**src/hw/rtl/median_filter_3x3_top_assert.svh**
```systemverilog
// assertion macros for the 3x3 median filter
// used by median_filter_3x3_top; expects clk and rst_n in scope
`ifndef MEDIAN_FILTER_3X3_TOP_ASSERT_SVH
`define MEDIAN_FILTER_3X3_TOP_ASSERT_SVH

`ifndef NO_ASSERTIONS

`define MF3_ASSERT_SAME(lbl, ante, cons) \
  lbl: assert property (@(posedge clk) disable iff (!rst_n) (ante) |-> (cons)) \
    else $error("mf3 assertion failed");

`define MF3_ASSERT_NEXT(lbl, ante, cons) \
  lbl: assert property (@(posedge clk) disable iff (!rst_n) (ante) |=> (cons)) \
    else $error("mf3 assertion failed");

`else

`define MF3_ASSERT_SAME(lbl, ante, cons)

`define MF3_ASSERT_NEXT(lbl, ante, cons)

`endif

`endif

```
**src/hw/rtl/mf3_pkg.sv**
```systemverilog
// shared types, constants and compare functions of the 3x3 median filter
// no dependencies
package mf3_pkg;

  localparam int PIX_W    = 8;
  localparam int MAX_COLS = 1024;
  localparam int COL_W    = $clog2(MAX_COLS);
  localparam int NCOLS_W  = 11;
  localparam int NROWS_W  = 12;
  localparam int LB_W     = 2 * PIX_W;
  localparam int APB_AW   = 3;
  localparam int APB_DW   = 32;

  localparam logic REG_NUM_COLS = 1'b0;
  localparam logic REG_NUM_ROWS = 1'b1;

  localparam logic [NCOLS_W-1:0] NUM_COLS_RST = NCOLS_W'(640);
  localparam logic [NROWS_W-1:0] NUM_ROWS_RST = NROWS_W'(480);
  localparam logic [NCOLS_W-1:0] MIN_COLS     = NCOLS_W'(3);
  localparam logic [NCOLS_W-1:0] MAX_COLS_V   = NCOLS_W'(MAX_COLS);
  localparam logic [NROWS_W-1:0] MIN_ROWS     = NROWS_W'(3);
  localparam logic [NROWS_W-1:0] FIRST_ROW    = NROWS_W'(2);
  localparam logic [COL_W-1:0]   FIRST_COL    = COL_W'(2);

  typedef logic [PIX_W-1:0] pix_t;

  typedef struct packed {
    pix_t hi;
    pix_t md;
    pix_t lo;
  } col_t;

  typedef struct packed {
    logic [NCOLS_W-1:0] cols;
    logic [NROWS_W-1:0] rows;
  } geom_t;

  function automatic pix_t min2(input pix_t a, input pix_t b);
    return (a < b) ? a : b;
  endfunction

  function automatic pix_t max2(input pix_t a, input pix_t b);
    return (a < b) ? b : a;
  endfunction

  function automatic pix_t min3(input pix_t a, input pix_t b, input pix_t c);
    return min2(min2(a, b), c);
  endfunction

  function automatic pix_t max3(input pix_t a, input pix_t b, input pix_t c);
    return max2(max2(a, b), c);
  endfunction

  function automatic pix_t med3(input pix_t a, input pix_t b, input pix_t c);
    return max2(min2(a, b), min2(max2(a, b), c));
  endfunction

  function automatic col_t sort3(input pix_t a, input pix_t b, input pix_t c);
    col_t s;
    s.lo = min3(a, b, c);
    s.md = med3(a, b, c);
    s.hi = max3(a, b, c);
    return s;
  endfunction

endpackage

```
**src/hw/rtl/mf3_median.sv**
```systemverilog
// pipelined median of nine from three sorted columns, with output register
// depends on mf3_pkg
module mf3_median (
  input  logic                clk,
  input  logic                rst_n,
  input  logic                load,
  output logic                load_rdy,
  input  mf3_pkg::col_t       col0,
  input  mf3_pkg::col_t       col1,
  input  mf3_pkg::col_t       col2,
  input  logic                last_in,
  output logic                out_valid,
  input  logic                out_stall,
  output mf3_pkg::pix_t       median,
  output logic                last_out
);
  import mf3_pkg::*;

  logic s2_v_r, s3_v_r, out_v_r;
  logic rdy_out, rdy3, rdy2;
  col_t s2_c0_r, s2_c1_r, s2_c2_r;
  logic s2_last_r, s3_last_r, out_last_r;
  pix_t s3_lo_r, s3_md_r, s3_hi_r;
  pix_t out_med_r;

  assign rdy_out  = !out_v_r || !out_stall;
  assign rdy3     = !s3_v_r || rdy_out;
  assign rdy2     = !s2_v_r || rdy3;
  assign load_rdy = rdy2;

  always_ff @(posedge clk) begin
    if (!rst_n) begin
      s2_v_r  <= 1'b0;
      s3_v_r  <= 1'b0;
      out_v_r <= 1'b0;
    end else begin
      if (rdy2) begin
        s2_v_r <= load;
      end
      if (rdy3) begin
        s3_v_r <= s2_v_r;
      end
      if (rdy_out) begin
        out_v_r <= s3_v_r;
      end
    end
  end

  always_ff @(posedge clk) begin
    if (rdy2 && load) begin
      s2_c0_r   <= col0;
      s2_c1_r   <= col1;
      s2_c2_r   <= col2;
      s2_last_r <= last_in;
    end
    if (rdy3 && s2_v_r) begin
      s3_lo_r   <= max3(s2_c0_r.lo, s2_c1_r.lo, s2_c2_r.lo);
      s3_md_r   <= med3(s2_c0_r.md, s2_c1_r.md, s2_c2_r.md);
      s3_hi_r   <= min3(s2_c0_r.hi, s2_c1_r.hi, s2_c2_r.hi);
      s3_last_r <= s2_last_r;
    end
    if (rdy_out && s3_v_r) begin
      out_med_r  <= med3(s3_lo_r, s3_md_r, s3_hi_r);
      out_last_r <= s3_last_r;
    end
  end

  assign out_valid = out_v_r;
  assign median    = out_med_r;
  assign last_out  = out_last_r;

endmodule

```
**config.mk**
```make
export PLATFORM = sky130hd
export DESIGN_NAME = mf3_median
export DESIGN_NICKNAME = d
export VERILOG_FILES = /design/src/hw/rtl/median_filter_3x3_top_assert.svh /design/src/hw/rtl/mf3_pkg.sv /design/src/hw/rtl/mf3_median.sv
export SDC_FILE = /design/constraint.sdc
export NUM_CORES = 1
export LEC_CHECK = 0
export ABC_CLOCK_PERIOD_IN_PS = 4650
export BUFFER_PORTS_ARGS = -buffer_cell sky130_fd_sc_hd__buf_2
export CORE_AREA = 3 3 131 133
export CTS_CLUSTER_DIAMETER = 60
export DETAILED_ROUTE_END_ITERATION = 10
export DIE_AREA = 0 0 134 136
export PLACE_DENSITY = 0.7
export SYNTH_ARGS = -nofsm -noshare
export SYNTH_HDL_FRONTEND = slang
export SYNTH_SLANG_ARGS = --single-unit
```
**constraint.sdc**
```tcl
create_clock -name clk -period 4.65 [get_ports clk]
set_input_delay 1.1625 -clock clk [delete_from_list [all_inputs] [get_ports clk]]
set_output_delay 1.1625 -clock clk [all_outputs]
set_load 0.02 [all_outputs]
```
==> impl_metrics.env <==
export IMPL_hold_path_class="flop to flop"
export IMPL_syn_area_sq_um=6370
export IMPL_wirelength_um=13700
export IMPL_fmax_mhz=209
export IMPL_layout_commonest_cell="edfxtp_1"
export IMPL_worst_slack_ps=-134
export IMPL_max_stage_delay_ps=410
export IMPL_synth_cells=535
export IMPL_clk_path_buf_depth=2
export IMPL_avgSynthCellArea_sq_um=11.9
export IMPL_dieArea_sq_um=18200
export IMPL_grt_antenna_before_repair=0
export IMPL_ys_ff_latch=110
export IMPL_post_place_ws_ps=-241
export IMPL_cts_tree="built"
export IMPL_grt_use_total=0.149
export IMPL_grt_ovfl_total=0
export IMPL_rsz0062_at_grt="true"
export IMPL_firstDrtPassIters=4
export IMPL_synth_largest_area_cell="edfxtp_1"
export IMPL_crit_family="compound AO/OA/AOI/OAI gates"
export IMPL_ir_drop_mv=0.214
export IMPL_cp_max_fo=9
export IMPL_cp_end_kind="flop"
export IMPL_synthArstFlopShare=0
export IMPL_cp_slowest_cell="a2111o_1"
export IMPL_cp_endpoint="s3_md_r[0]$_DFFE_PP_"
export IMPL_crit_buf_inv=5
export IMPL_drt_iter0_markers=255
export IMPL_dpl_cell_area_sq_um=7580
export IMPL_diodes=0
export IMPL_grt_pass1_wl_um=21900
export IMPL_worst_slew_pin_slew_ps=1230
export IMPL_core_rowCount=46
export IMPL_cp_startpoint="s2_c1_r[9]$_DFFE_PP_"
export IMPL_post_route_cell_area_sq_um=8320
export IMPL_io_buffers=87
export IMPL_min_delay_start="s3_last_r$_DFFE_PP_"
export IMPL_dieHeight_um=136
export IMPL_worstPathArrival_ps=4900
export IMPL_r2r_start="s2_c1_r[9]$_DFFE_PP_"
export IMPL_area_growth_pct=30.6
export IMPL_ctsRootBufferMaster="clkbuf_16"
export IMPL_cts_sinks=110
export IMPL_final_nets=848
export IMPL_dpl_hpwl_um=10400
export IMPL_hold_slack_ps=422
export IMPL_clock_skew_ps=7.67
export IMPL_cts_htree_levels=3
export IMPL_leakagePower_nw=3.67
export IMPL_ant_nets=0
export IMPL_reg2reg_to="s3_md_r[0]$_DFFE_PP_"
export IMPL_drc=0
export IMPL_synth_edf_count=107
export IMPL_syn_num_nets=682
export IMPL_hold_viol_final=0
export IMPL_place_gp_congestion=0.820
export IMPL_drv_slew=0
export IMPL_violations="setup timing"
export IMPL_fin_crit_sh=1.03
export IMPL_power_w=0.00385
export IMPL_die_w_um=134
export IMPL_synth_top_cell_area_share=0.504
export IMPL_hold_buffers=0
export IMPL_max_cap_viol_count=0
export IMPL_synthDistinctLibCells=52
export IMPL_wl_per_cell_um=14.9
export IMPL_ios=88
export IMPL_fillers=1341
export IMPL_cp_data_required_time_ps=4760
export IMPL_synthFlopType="edfxtp_1"
export IMPL_clock_latency_ps=350
export IMPL_outcome="finished with violations"
export IMPL_setup_viol=14
export IMPL_critPathKind="flop to flop"
export IMPL_slew_headroom=0.178
export IMPL_cp_cell_sequence="inv_2 -> ha_4 -> a2111o_1 -> a21oi_4 -> buf_12 -> buf_6 -> mux2_4 -> ha_4 -> a211oi_2 -> o21ai_1 -> a21oi_2 -> o211ai_4 -> buf_12 -> mux2i_2 -> ha_1 -> nand4_1 -> inv_1 -> nand4_1 -> a31oi_1 -> o21ai_2 -> mux2i_1 -> o22ai_1 -> a221o_1"
export IMPL_ff2ff_setup_slack_ps=-130
export IMPL_core_area_sq_um=15900
export IMPL_startpoint_type="flop"
export IMPL_final_cell_mix="edfxtp_1 (107), buf_2 (87), inv_1 (73)"
export IMPL_ys_seq_area_frac=0.514
export IMPL_yosysWarnings=0
export IMPL_worst_setup_hold_path_clk_slew_ps=70
export IMPL_drive_gt1_frac=0.398
export IMPL_start_util=0.400
export IMPL_period_needed_ps=4780
export IMPL_synthTopCellsByArea="edfxtp_1 (50%), ha_1 (14%), mux2_2 (6.7%)"
export IMPL_vias_per_cell=5.01
export IMPL_dp_cells=890
export IMPL_stdcell_count=922
export IMPL_p_per_area_nw_per_um2=463
export IMPL_vias=4622
export IMPL_grt_pass1_vias=4813
export IMPL_path_depth=23
export IMPL_grt_max_degree=74
export IMPL_r2r_cells=23
export IMPL_numCtsBuffers=9
[per-layer routing]
metal	wire, um	up-vias	part of all wire	GRT usage
met4	339	0	0.025	0.0623
met1	5620	2200	0.41	0.172
met3	446	23	0.032	0.0259
met2	7330	85	0.53	0.273
met5	0	-	0	0
li1	-	2314	-	-
[worst min path at each step]
stage	cells after the start	endpoint
floorplan	0	last_out$_DFFE_PP_
global placement	0	s3_last_r$_DFFE_PP_
detailed placement	0	last_out$_DFFE_PP_
CTS	0	last_out$_DFFE_PP_
global route	0	last_out$_DFFE_PP_
finish	0	last_out$_DFFE_PP_
[through the flow]
step,utilization,TNS [ps]
final,0.522,-1050
after global routing,0.522,-4650
after CTS,0.501,-249
after detailed placement,0.475,-2160
after global placement,0.475,-327
after floorplan,-,-103
[sequential cells by signal (all words and copies together) (netlist names), 8 cells and up]
signal,flops
median,8
s2_c0_r,24
s2_c1_r,24
s2_c2_r,24
s3_hi_r,8
s3_lo_r,8
s3_md_r,8
[synth_stat cells (all sizes together), types with 4 or more instances]
library cell,count
ha,70
nand2,38
nand3,4
mux2i,23
a21o,11
nor2,16
nand2b,9
a211oi,5
mux2,38
a2111oi,4
buf,6
edfxtp,107
o21ai,42
nor2b,6
nand4,7
inv,75
a21oi,34
[repair_timing]
item / in CTS / in global routing
gates cloned: 0 / 2
setup endpoints to repair: 16 / 24
gates resized for setup: 21 / 49
setup buffers: 7 / 7
pin swaps: 9 / 23
[layout make-up]
cell class                      instances  area (sq um)  share of cell area
Multi-Input combinational cell        343          3140               0.377
Clock inverter                          4          32.5             0.00391
Inverter                               75           282              0.0338
Sequential cell                       110          3270               0.394
Clock buffer                           12           246              0.0296
Tap cell                              216           270              0.0325
Timing Repair Buffer                  162          1080               0.129
[power breakdown]
part	leakage, nW	total (W)	internal [W]	switching, W
sequential	1.06	0.00129	0.00124	0.0000495
combinational	2.49	0.00182	0.000950	0.000873
clock	0.129	0.000736	0.000382	0.000354
total	3.67	0.00385	0.00257	0.00128
[logic make-up (layout without fill, tap and decap cells)]
logic type,count (synthesis),after routing,share of synthesized area
AO/OA/AOI/OAI,116,117,0.116
flip-flops,110,110,0.514
AND/OR/NAND/NOR,95,95,0.0774
buffers and inverters,83,253,0.0517
adder cells (fa/ha/maj),70,70,0.137
multiplexers,61,61,0.103
No activity file was read; power rests on OpenSTA's default activity.
