$ cat src/hw/rtl/median_filter_3x3_top_assert.svh
// assertion macros for the 3x3 median filter
// used by median_filter_3x3_top; expects clk and rst_n in scope
`ifndef MEDIAN_FILTER_3X3_TOP_ASSERT_SVH
`define MEDIAN_FILTER_3X3_TOP_ASSERT_SVH

`ifndef NO_ASSERTIONS

`define MF3_ASSERT_SAME(lbl, ante, cons) \
  lbl: assert property (@(posedge clk) disable iff (!rst_n) (ante) |-> (cons)) \
    else $error("mf3 assertion failed");

`define MF3_ASSERT_NEXT(lbl, ante, cons) \
  lbl: assert property (@(posedge clk) disable iff (!rst_n) (ante) |=> (cons)) \
    else $error("mf3 assertion failed");

`else

`define MF3_ASSERT_SAME(lbl, ante, cons)

`define MF3_ASSERT_NEXT(lbl, ante, cons)

`endif

`endif

$ cat src/hw/rtl/mf3_pkg.sv
// shared types, constants and compare functions of the 3x3 median filter
// no dependencies
package mf3_pkg;

  localparam int PIX_W    = 8;
  localparam int MAX_COLS = 1024;
  localparam int COL_W    = $clog2(MAX_COLS);
  localparam int NCOLS_W  = 11;
  localparam int NROWS_W  = 12;
  localparam int LB_W     = 2 * PIX_W;
  localparam int APB_AW   = 3;
  localparam int APB_DW   = 32;

  localparam logic REG_NUM_COLS = 1'b0;
  localparam logic REG_NUM_ROWS = 1'b1;

  localparam logic [NCOLS_W-1:0] NUM_COLS_RST = NCOLS_W'(640);
  localparam logic [NROWS_W-1:0] NUM_ROWS_RST = NROWS_W'(480);
  localparam logic [NCOLS_W-1:0] MIN_COLS     = NCOLS_W'(3);
  localparam logic [NCOLS_W-1:0] MAX_COLS_V   = NCOLS_W'(MAX_COLS);
  localparam logic [NROWS_W-1:0] MIN_ROWS     = NROWS_W'(3);
  localparam logic [NROWS_W-1:0] FIRST_ROW    = NROWS_W'(2);
  localparam logic [COL_W-1:0]   FIRST_COL    = COL_W'(2);

  typedef logic [PIX_W-1:0] pix_t;

  typedef struct packed {
    pix_t hi;
    pix_t md;
    pix_t lo;
  } col_t;

  typedef struct packed {
    logic [NCOLS_W-1:0] cols;
    logic [NROWS_W-1:0] rows;
  } geom_t;

  function automatic pix_t min2(input pix_t a, input pix_t b);
    return (a < b) ? a : b;
  endfunction

  function automatic pix_t max2(input pix_t a, input pix_t b);
    return (a < b) ? b : a;
  endfunction

  function automatic pix_t min3(input pix_t a, input pix_t b, input pix_t c);
    return min2(min2(a, b), c);
  endfunction

  function automatic pix_t max3(input pix_t a, input pix_t b, input pix_t c);
    return max2(max2(a, b), c);
  endfunction

  function automatic pix_t med3(input pix_t a, input pix_t b, input pix_t c);
    return max2(min2(a, b), min2(max2(a, b), c));
  endfunction

  function automatic col_t sort3(input pix_t a, input pix_t b, input pix_t c);
    col_t s;
    s.lo = min3(a, b, c);
    s.md = med3(a, b, c);
    s.hi = max3(a, b, c);
    return s;
  endfunction

endpackage

$ cat src/hw/rtl/mf3_cfg.sv
// apb configuration registers: frame width and height, clamped geometry out
// depends on mf3_pkg
module mf3_cfg (
  input  logic                        clk,
  input  logic                        rst_n,
  input  logic                        psel,
  input  logic                        penable,
  input  logic                        pwrite,
  input  logic [mf3_pkg::APB_AW-1:0] paddr,
  input  logic [mf3_pkg::APB_DW-1:0] pwdata,
  output logic [mf3_pkg::APB_DW-1:0] prdata,
  output logic                        pready,
  output mf3_pkg::geom_t              geom
);
  import mf3_pkg::*;

  logic [NCOLS_W-1:0] num_cols_r;
  logic [NROWS_W-1:0] num_rows_r;
  logic               wr_en;
  logic               reg_sel;

  assign pready  = 1'b1;
  assign wr_en   = psel && penable && pwrite;
  assign reg_sel = paddr[2];

  always_ff @(posedge clk) begin
    if (!rst_n) begin
      num_cols_r <= NUM_COLS_RST;
      num_rows_r <= NUM_ROWS_RST;
    end else if (wr_en) begin
      unique case (reg_sel)
        REG_NUM_COLS: num_cols_r <= pwdata[NCOLS_W-1:0];
        REG_NUM_ROWS: num_rows_r <= pwdata[NROWS_W-1:0];
        default: ;
      endcase
    end
  end

  always_comb begin
    unique case (reg_sel)
      REG_NUM_COLS: prdata = APB_DW'(num_cols_r);
      REG_NUM_ROWS: prdata = APB_DW'(num_rows_r);
      default:      prdata = '0;
    endcase
  end

  always_comb begin
    if (num_cols_r < MIN_COLS) begin
      geom.cols = MIN_COLS;
    end else if (num_cols_r > MAX_COLS_V) begin
      geom.cols = MAX_COLS_V;
    end else begin
      geom.cols = num_cols_r;
    end
    geom.rows = (num_rows_r < MIN_ROWS) ? MIN_ROWS : num_rows_r;
  end

endmodule

$ cat config.mk
export PLATFORM = sky130hd
export DESIGN_NAME = mf3_cfg
export DESIGN_NICKNAME = d
export VERILOG_FILES = /design/src/hw/rtl/median_filter_3x3_top_assert.svh /design/src/hw/rtl/mf3_pkg.sv /design/src/hw/rtl/mf3_cfg.sv
export SDC_FILE = /design/constraint.sdc
export NUM_CORES = 1
export LEC_CHECK = 0
export ABC_AREA = 1
export BUFFER_PORTS_ARGS = -buffer_cell sky130_fd_sc_hd__buf_2
export CAP_MARGIN = 20
export CELL_PAD_IN_SITES_DETAIL_PLACEMENT = 0
export CELL_PAD_IN_SITES_GLOBAL_PLACEMENT = 1
export CORE_AREA = 2 2 75 77
export CTS_CLUSTER_SIZE = 12
export DETAILED_ROUTE_END_ITERATION = 10
export DIE_AREA = 0 0 77 79
export PLACE_DENSITY = 0.81
export SYNTH_ARGS = -nofsm -noshare
export SYNTH_HDL_FRONTEND = slang
export SYNTH_SLANG_ARGS = --single-unit
$ cat constraint.sdc
create_clock -name clk -period 1.3 [get_ports clk]
set_clock_uncertainty 0.1 [all_clocks]
set_input_delay 0.325 -clock clk [delete_from_list [all_inputs] [get_ports clk]]
set_output_delay 0.325 -clock clk [all_outputs]
set_load 0.02 [all_outputs]
==> impl_summary.txt, run 1 <==
----------------------------------------------------
[STA]
  Setup repair after global routing missed its margin ... true
  Tmin final ... 1.80 ns
  Setup total negative slack ... -6.86 ns
  Number of hold violations in the final report ... 0
  Worst hold slack across all endpoints ... 0.187 ns
  Highest clock frequency the design can meet ... 555 MHz
  Post-route worst setup slack ... -0.503 ns
  Share of the clock period used by the worst path ... 139%
  Max-slew violation total from the final report ... 0
  Number of failing setup endpoints in the final timing report ... 24

[Setup path]
  Category of the worst setup path capture point ... output pin
  Maximum fanout along the worst path ... 2
  Reg2Reg Depth ... 4
  Beginning of the worst register-to-register path ... num_rows_r[11]
  Setup crit start kind ... flip-flop
  Path type of the worst setup path ... flip-flop to output pin
  Data required time of the critical path ... roughly 0.88 ns
  Worst reg-to-reg setup slack ... 0.33 ns
  Capture instance of the worst register-to-register path ... num_rows_r[11]
  CP Data Arrival Time ... 1.38 ns

[Power]
  Leak Pwr ... 1.11 nW
  Worst vdd rail ir drop ... about 0.33 mV
  Power per standard cell area ... about 730 nW/µm²

[Min path]
  Worst hold stages ... 3
  Hold worst-path end ... num_rows_r[11]
  Type of the worst min-delay path ... input port to flip-flop
  Hold Path Origin ... pwdata[11]

[GRT]
  Vias in the first global route ... 1328
  Grt total ovfl ... 0
  Total track usage ... 12.9%
  Wire length of the first global-routing pass ... 6310 µm
  Antenna violations before repair ... 0
  Maximum number of pins on one net before global-route repair ... 24

[Detailed routing]
  Final Routed Wirelength ... ~4000 µm
  Vias ... 1398
  Pre-Repair DR Iteration Count ... 4
  DRC violation total after the first TritonRoute iteration ... 42
  Post-detailed-route via-to-cell ratio ... 4.12
  Drt drc ... 0
  DR WL/cell ... between 10 and 15 µm
  Number of nets still failing antenna checks after routing ... 0

[Synth]
  Post-synth top area cell ... sky130_fd_sc_hd__dfxtp_1
  Adder-cell share of the synthesized area ... 0%
  Share of the synthesized netlist area taken by xor and xnor gates ... 0%
  Mean cell area of the mapped netlist ... ~6.6 µm²
  Area share of the leading cell type in the synthesized netlist ... 34.8%
  Cell variety after synth ... 21
  Cell Area, Synth ... 1320 µm²
  Main combinational cell family by area after synthesis ... buffers and inverters
  Synthesized-area fraction occupied by and/or/nand/nor cells ... between 20% and 30%
  Fraction of synthesized area in multiplexers ... 0%
  Number of synthesis warnings ... 0
  Synthesized-area fraction occupied by ao, oa, aoi and oai cells ... approximately 18%
  Gate Count Post-Synth ... 201
  Top cells by area, synth ... sky130_fd_sc_hd__dfxtp_1, sky130_fd_sc_hd__buf_4, sky130_fd_sc_hd__o21ai_0, sky130_fd_sc_hd__nand2_1, sky130_fd_sc_hd__nor2_1
  Part of the Yosys area used for sequential elements ... 34.8%
  Post-synthesis register bit count ... 23

[CTS]
  Post-CTS clock slew at the launch and capture registers of the worst setup and hold paths ... 0.08 ns
  Total clock buffers created by CTS ... 3
  Clock insertion delay at the later pin of the skew report ... 0.26 ns
  Post-CTS Hold Buffers ... 0
  Max clock buf depth ... 2
  H-tree levels ... 1
  Cell at the root of the clock tree ... sky130_fd_sc_hd__clkbuf_8
  CTS tree ... done
  Clock sinks ... 23

[Floorplanning]
  Starting density of the core ... roughly 25%
  Ports placed on the boundary ... 96
  Placement row count ... 27
  Horiz. Die Dim ... slightly below 80 µm
  Chip Height ... 79 µm
  Area of the core ... 5340 µm²
  Die Outline Area ... 6080 µm²

[Final layout]
  Leading cell types in the layout, fill and taps excluded ... sky130_fd_sc_hd__buf_6, sky130_fd_sc_hd__nand2_1, sky130_fd_sc_hd__conb_1
  Post-route cell area ... between 2000 and 2500 µm²
  Area taken by multi-input logic gates ... 818 µm²
  Sequential cell area in the final layout ... between 400 and 500 µm²
  Filler Cell Count ... 573
  Ratio of cells with drive above 1 in the final layout ... about three fifths
  Most common cell after layout, fill and taps aside ... sky130_fd_sc_hd__buf_6
  Antenna cells ... 0
  Net total in the final layout ... just over 300
  Final standard cell count with taps included and fillers excluded ... 339
  P&R area growth vs syn ... 76.1%

[Placement]
  Port bufs ... 52
  Pre-CTS worst setup slack ... -0.302 ns
  Placement-stage cell area ... approximately 1800 µm²
  Final GP Congestion ... 0.773
  Inst Count DP ... 330
  Half-perimeter wire length after detailed placement ... 2920 µm

[Status]
  Outcome ... finished with violations
  Violations in the final reports ... setup timing

[Job]
  Max Cap Violations ... 0

----------------------------------------------------
-- metrics by stage --
| stage | util, % | power [mW] |
|---|---|---|
| floorplan | - | 1.04 |
| global placement | 33.5 | 1.13 |
| detailed placement | 33.5 | 1.13 |
| CTS | 40.0 | 1.65 |
| global route | 43.7 | 1.78 |
| finish | 43.7 | 1.70 |
-- kinds of logic after synthesis --
logic type / count (synthesis)
other: 2
AO/OA/AOI/OAI: 45
buffers and inverters: 62
AND/OR/NAND/NOR: 69
flip-flops: 23
-- metal layers --
| metal | GRT usage, % | vias to the layer above | share of wire, % |
|---|---|---|---|
| li1 | - | 714 | - |
| met1 | 16.8 | 637 | 45 |
| met2 | 22.2 | 42 | 49 |
| met3 | 2.39 | 5 | 4.6 |
| met4 | 3.21 | 0 | 1.1 |
| met5 | 0 | - | 0 |
-- critical path: stages, from the launching register on --
cell and delay (ns):
sky130_fd_sc_hd__dfxtp_2 0.35, sky130_fd_sc_hd__nor2_4 0.12, sky130_fd_sc_hd__nand3_4 0.10, sky130_fd_sc_hd__o21bai_4 0.20, sky130_fd_sc_hd__buf_6 0.13, sky130_fd_sc_hd__nand2_4 0.04, sky130_fd_sc_hd__nand2_2 0.06, sky130_fd_sc_hd__buf_6 0.11
-- state kept, by name, indices dropped and copies added, names as in the netlist --
name and cells:
num_rows_r 12, num_cols_r 11
-- cell usage after synthesis --
cell type and n:
sky130_fd_sc_hd__o21ai_0 23, sky130_fd_sc_hd__nand3_2 1, sky130_fd_sc_hd__inv_1 21, sky130_fd_sc_hd__nand2_1 30, sky130_fd_sc_hd__buf_4 22, sky130_fd_sc_hd__a21oi_1 12
sky130_fd_sc_hd__nor2_2 1, sky130_fd_sc_hd__nor2_1 29, sky130_fd_sc_hd__buf_6 1, sky130_fd_sc_hd__nor2_8 1, sky130_fd_sc_hd__conb_1 2, sky130_fd_sc_hd__dfxtp_1 23
sky130_fd_sc_hd__o21bai_1 1, sky130_fd_sc_hd__nor3_1 1, sky130_fd_sc_hd__o211ai_1 3, sky130_fd_sc_hd__clkbuf_1 14, sky130_fd_sc_hd__o21ai_1 6, sky130_fd_sc_hd__inv_2 2
sky130_fd_sc_hd__nand3b_1 1, sky130_fd_sc_hd__nand3_1 5, sky130_fd_sc_hd__buf_2 2
-- final cells by class --
type / instances / area share, %
multi-input combinational: 135 / 35.1
timing repair buffer: 82 / 33.5
sequential: 23 / 20.8
inverter: 23 / 4.78
tap: 72 / 3.86
clock buffer: 4 / 1.93
-- power by group --
part | leakage, nW | internal [mW] | total [mW] | switching, mW
Combinational | 0.899 | 0.211 | 0.497 | 0.286
Clock | 0.0228 | 0.219 | 0.447 | 0.228
Sequential | 0.191 | 0.733 | 0.755 | 0.0215
Total | 1.11 | 1.16 | 1.70 | 0.536
-- worst max path at each step --
stage	depth (start not counted)	startpoint	endpoint
2_1_floorplan	2	paddr[2]	prdata[10]
3_3_place_gp	6	num_cols_r[8]	geom[17]
3_5_place_dp	6	num_cols_r[8]	geom[16]
4_1_cts	6	num_cols_r[9]	geom[16]
5_1_grt	7	num_cols_r[7]	geom[12]
6_report	7	num_cols_r[5]	geom[12]
-- repair_timing --
item | CTS | global route
gates resized for setup | 120 | 58
pin swaps | 11 | 13
endpoints found under the setup margin | 31 | 33
buffers inserted | 4 | 10
No activity file was read; power rests on OpenSTA's default activity.
==> run 2: changes to the inputs <==
--- a/config.mk
+++ b/config.mk
@@ -14,6 +14,7 @@
 export CTS_CLUSTER_SIZE = 12
 export DETAILED_ROUTE_END_ITERATION = 10
 export DIE_AREA = 0 0 77 79
+export MAX_ROUTING_LAYER = met4
 export PLACE_DENSITY = 0.81
 export SYNTH_ARGS = -nofsm -noshare
 export SYNTH_HDL_FRONTEND = slang
==> impl_summary.txt, run 2 (same netlist as run 1, synthesis figures left out) <==
----------------------------------------------------
[Setup path]
  Maximum fanout along the worst path ... 2
  Category of the worst setup path capture point ... output pin
  CP Data Arrival Time ... around 1.4 ns
  Data required time of the critical path ... 0.88 ns
  Path type of the worst setup path ... flip-flop to output pin
  Setup crit start kind ... flip-flop

[Power]
  Leak Pwr ... 1.11 nW
  Tot Pwr ... 1.70 mW
  Worst vdd rail ir drop ... 0.331 mV
  Power per standard cell area ... 728 nW/µm²

[Placement]
  Pre-CTS worst setup slack ... -0.302 ns
  Port bufs ... 52
  Final GP Congestion ... 0.784
  Half-perimeter wire length after detailed placement ... between 2000 and 3000 µm

[Detailed routing]
  Vias ... 1402
  DRC violation total after the first TritonRoute iteration ... 56
  Number of nets still failing antenna checks after routing ... 0
  Drt drc ... 0
  DR WL/cell ... 11.6 µm
  Post-detailed-route via-to-cell ratio ... 4.14
  Pre-Repair DR Iteration Count ... 4
  Final Routed Wirelength ... 3920 µm

[STA]
  Setup total negative slack ... -6.84 ns
  Worst hold slack across all endpoints ... 0.188 ns
  Tmin final ... about 1.8 ns
  Number of hold violations in the final report ... 0
  Max-slew violation total from the final report ... 0
  Setup repair after global routing missed its margin ... true
  Number of failing setup endpoints in the final timing report ... 24
  Post-route worst setup slack ... -0.507 ns
  Highest clock frequency the design can meet ... ~550 MHz
  Share of the clock period used by the worst path ... 139%

[GRT]
  Grt total ovfl ... 0
  Total track usage ... 13.2%
  Antenna violations before repair ... 0
  Met2 Resource Use GR ... 22.1%
  Met1 global-route usage ... 17.1%
  Wire length of the first global-routing pass ... 6320 µm
  Vias in the first global route ... around 1300
  GRT busiest layer ... met2
  GR met3 Demand/Resource ... 1.82%
  Maximum number of pins on one net before global-route repair ... 24

[Final layout]
  Ratio of cells with drive above 1 in the final layout ... 59.6%
  Most flops, register ... num_rows_r
  Most common cell after layout, fill and taps aside ... sky130_fd_sc_hd__buf_6
  Flip-flop count of the largest register, all copies and words added ... 12
  Leading registers by flop count ... num_rows_r: 12 flops, num_cols_r: 11 flops
  Net total in the final layout ... 308
  Leading cell types in the layout, fill and taps excluded ... sky130_fd_sc_hd__buf_6, sky130_fd_sc_hd__nand2_1, sky130_fd_sc_hd__conb_1
  Antenna cells ... 0
  Final Util ... 43.7%
  P&R area growth vs syn ... 76.1%

[Floorplanning]
  Horiz. Die Dim ... ~77 µm
  Die Outline Area ... between 6000 and 7000 µm²
  Area of the core ... 5340 µm²
  Ports placed on the boundary ... 96
  Chip Height ... 79 µm
  Placement row count ... 27
  Starting density of the core ... 24.8%

[CTS]
  H-tree levels ... 1
  CTS tree ... done
  Cell at the root of the clock tree ... sky130_fd_sc_hd__clkbuf_8
  Post-CTS Hold Buffers ... 0
  Clock sinks ... 23
  Post-CTS clock slew at the launch and capture registers of the worst setup and hold paths ... roughly 0.080 ns
  Clock insertion delay at the later pin of the skew report ... 0.26 ns
  Max clock buf depth ... 2
  Total clock buffers created by CTS ... 3

[Min path]
  Type of the worst min-delay path ... input port to flip-flop

[Job]
  Max Cap Violations ... 0

[Status]
  Violations in the final reports ... setup timing
  Outcome ... finished with violations

----------------------------------------------------
[run 2: cell counts in the layout (fill, tap and decap cells not counted)]
Identical to the previous run, type by type.
[run 2: metal layers]
metal | share of wire [%] | up-vias
met5 | 0 | -
met4 | 0.66 | 0
met3 | 3.8 | 4
met2 | 49 | 41
met1 | 47 | 642
li1 | - | 715
[run 2: what timing repair did]
| action | CTS | global route |
|---|---|---|
| pin swaps | 11 | 13 |
| setup endpoints to repair | 31 | 33 |
| buffers inserted | 4 | 10 |
| gates resized for setup | 120 | 58 |
[run 2: worst paths after layout]
path | from | end | slack [ns] | depth (start not counted)
setup / recovery | num_cols_r[5] | geom[12] | -0.51 | 7
setup reg to reg | num_rows_r[11] | num_rows_r[11] | 0.33 | 4
hold / removal | pwdata[11] | num_rows_r[11] | 0.19 | 3
hold reg to reg | num_rows_r[0] | num_rows_r[0] | 0.45 | 2
[run 2: critical path, cell delays in order (launching register included)]
cell                       delay (ns)
sky130_fd_sc_hd__dfxtp_2         0.35
sky130_fd_sc_hd__nor2_4          0.12
sky130_fd_sc_hd__nand3_4         0.10
sky130_fd_sc_hd__o21bai_4        0.20
sky130_fd_sc_hd__buf_6           0.13
sky130_fd_sc_hd__nand2_4         0.04
sky130_fd_sc_hd__nand2_2         0.06
sky130_fd_sc_hd__buf_6           0.11
[run 2: area by class of cell]
| type | count | area [µm²] |
|---|---|---|
| flip-flops and latches | 23 | 485 |
| well taps | 72 | 90.1 |
| inverters | 23 | 111 |
| clock buffers | 4 | 45.0 |
| repair buffers | 82 | 781 |
| multi-input cells | 135 | 818 |
| fillers | 573 | 3010 |
[run 2: report_power, final]
group	switching, mW	leakage, nW	internal, mW
combinational	0.286	0.899	0.211
sequential	0.0215	0.191	0.733
clock	0.227	0.0228	0.219
total	0.534	1.11	1.16
[run 2: per-stage QoR]
| stage | std cells | instance area [µm²] |
|---|---|---|
| floorplan | 220 | 1470 |
| global placement | 330 | 1790 |
| detailed placement | 330 | 1790 |
| global route | 339 | 2330 |
| CTS | 336 | 2130 |
| finish | 339 | 2330 |
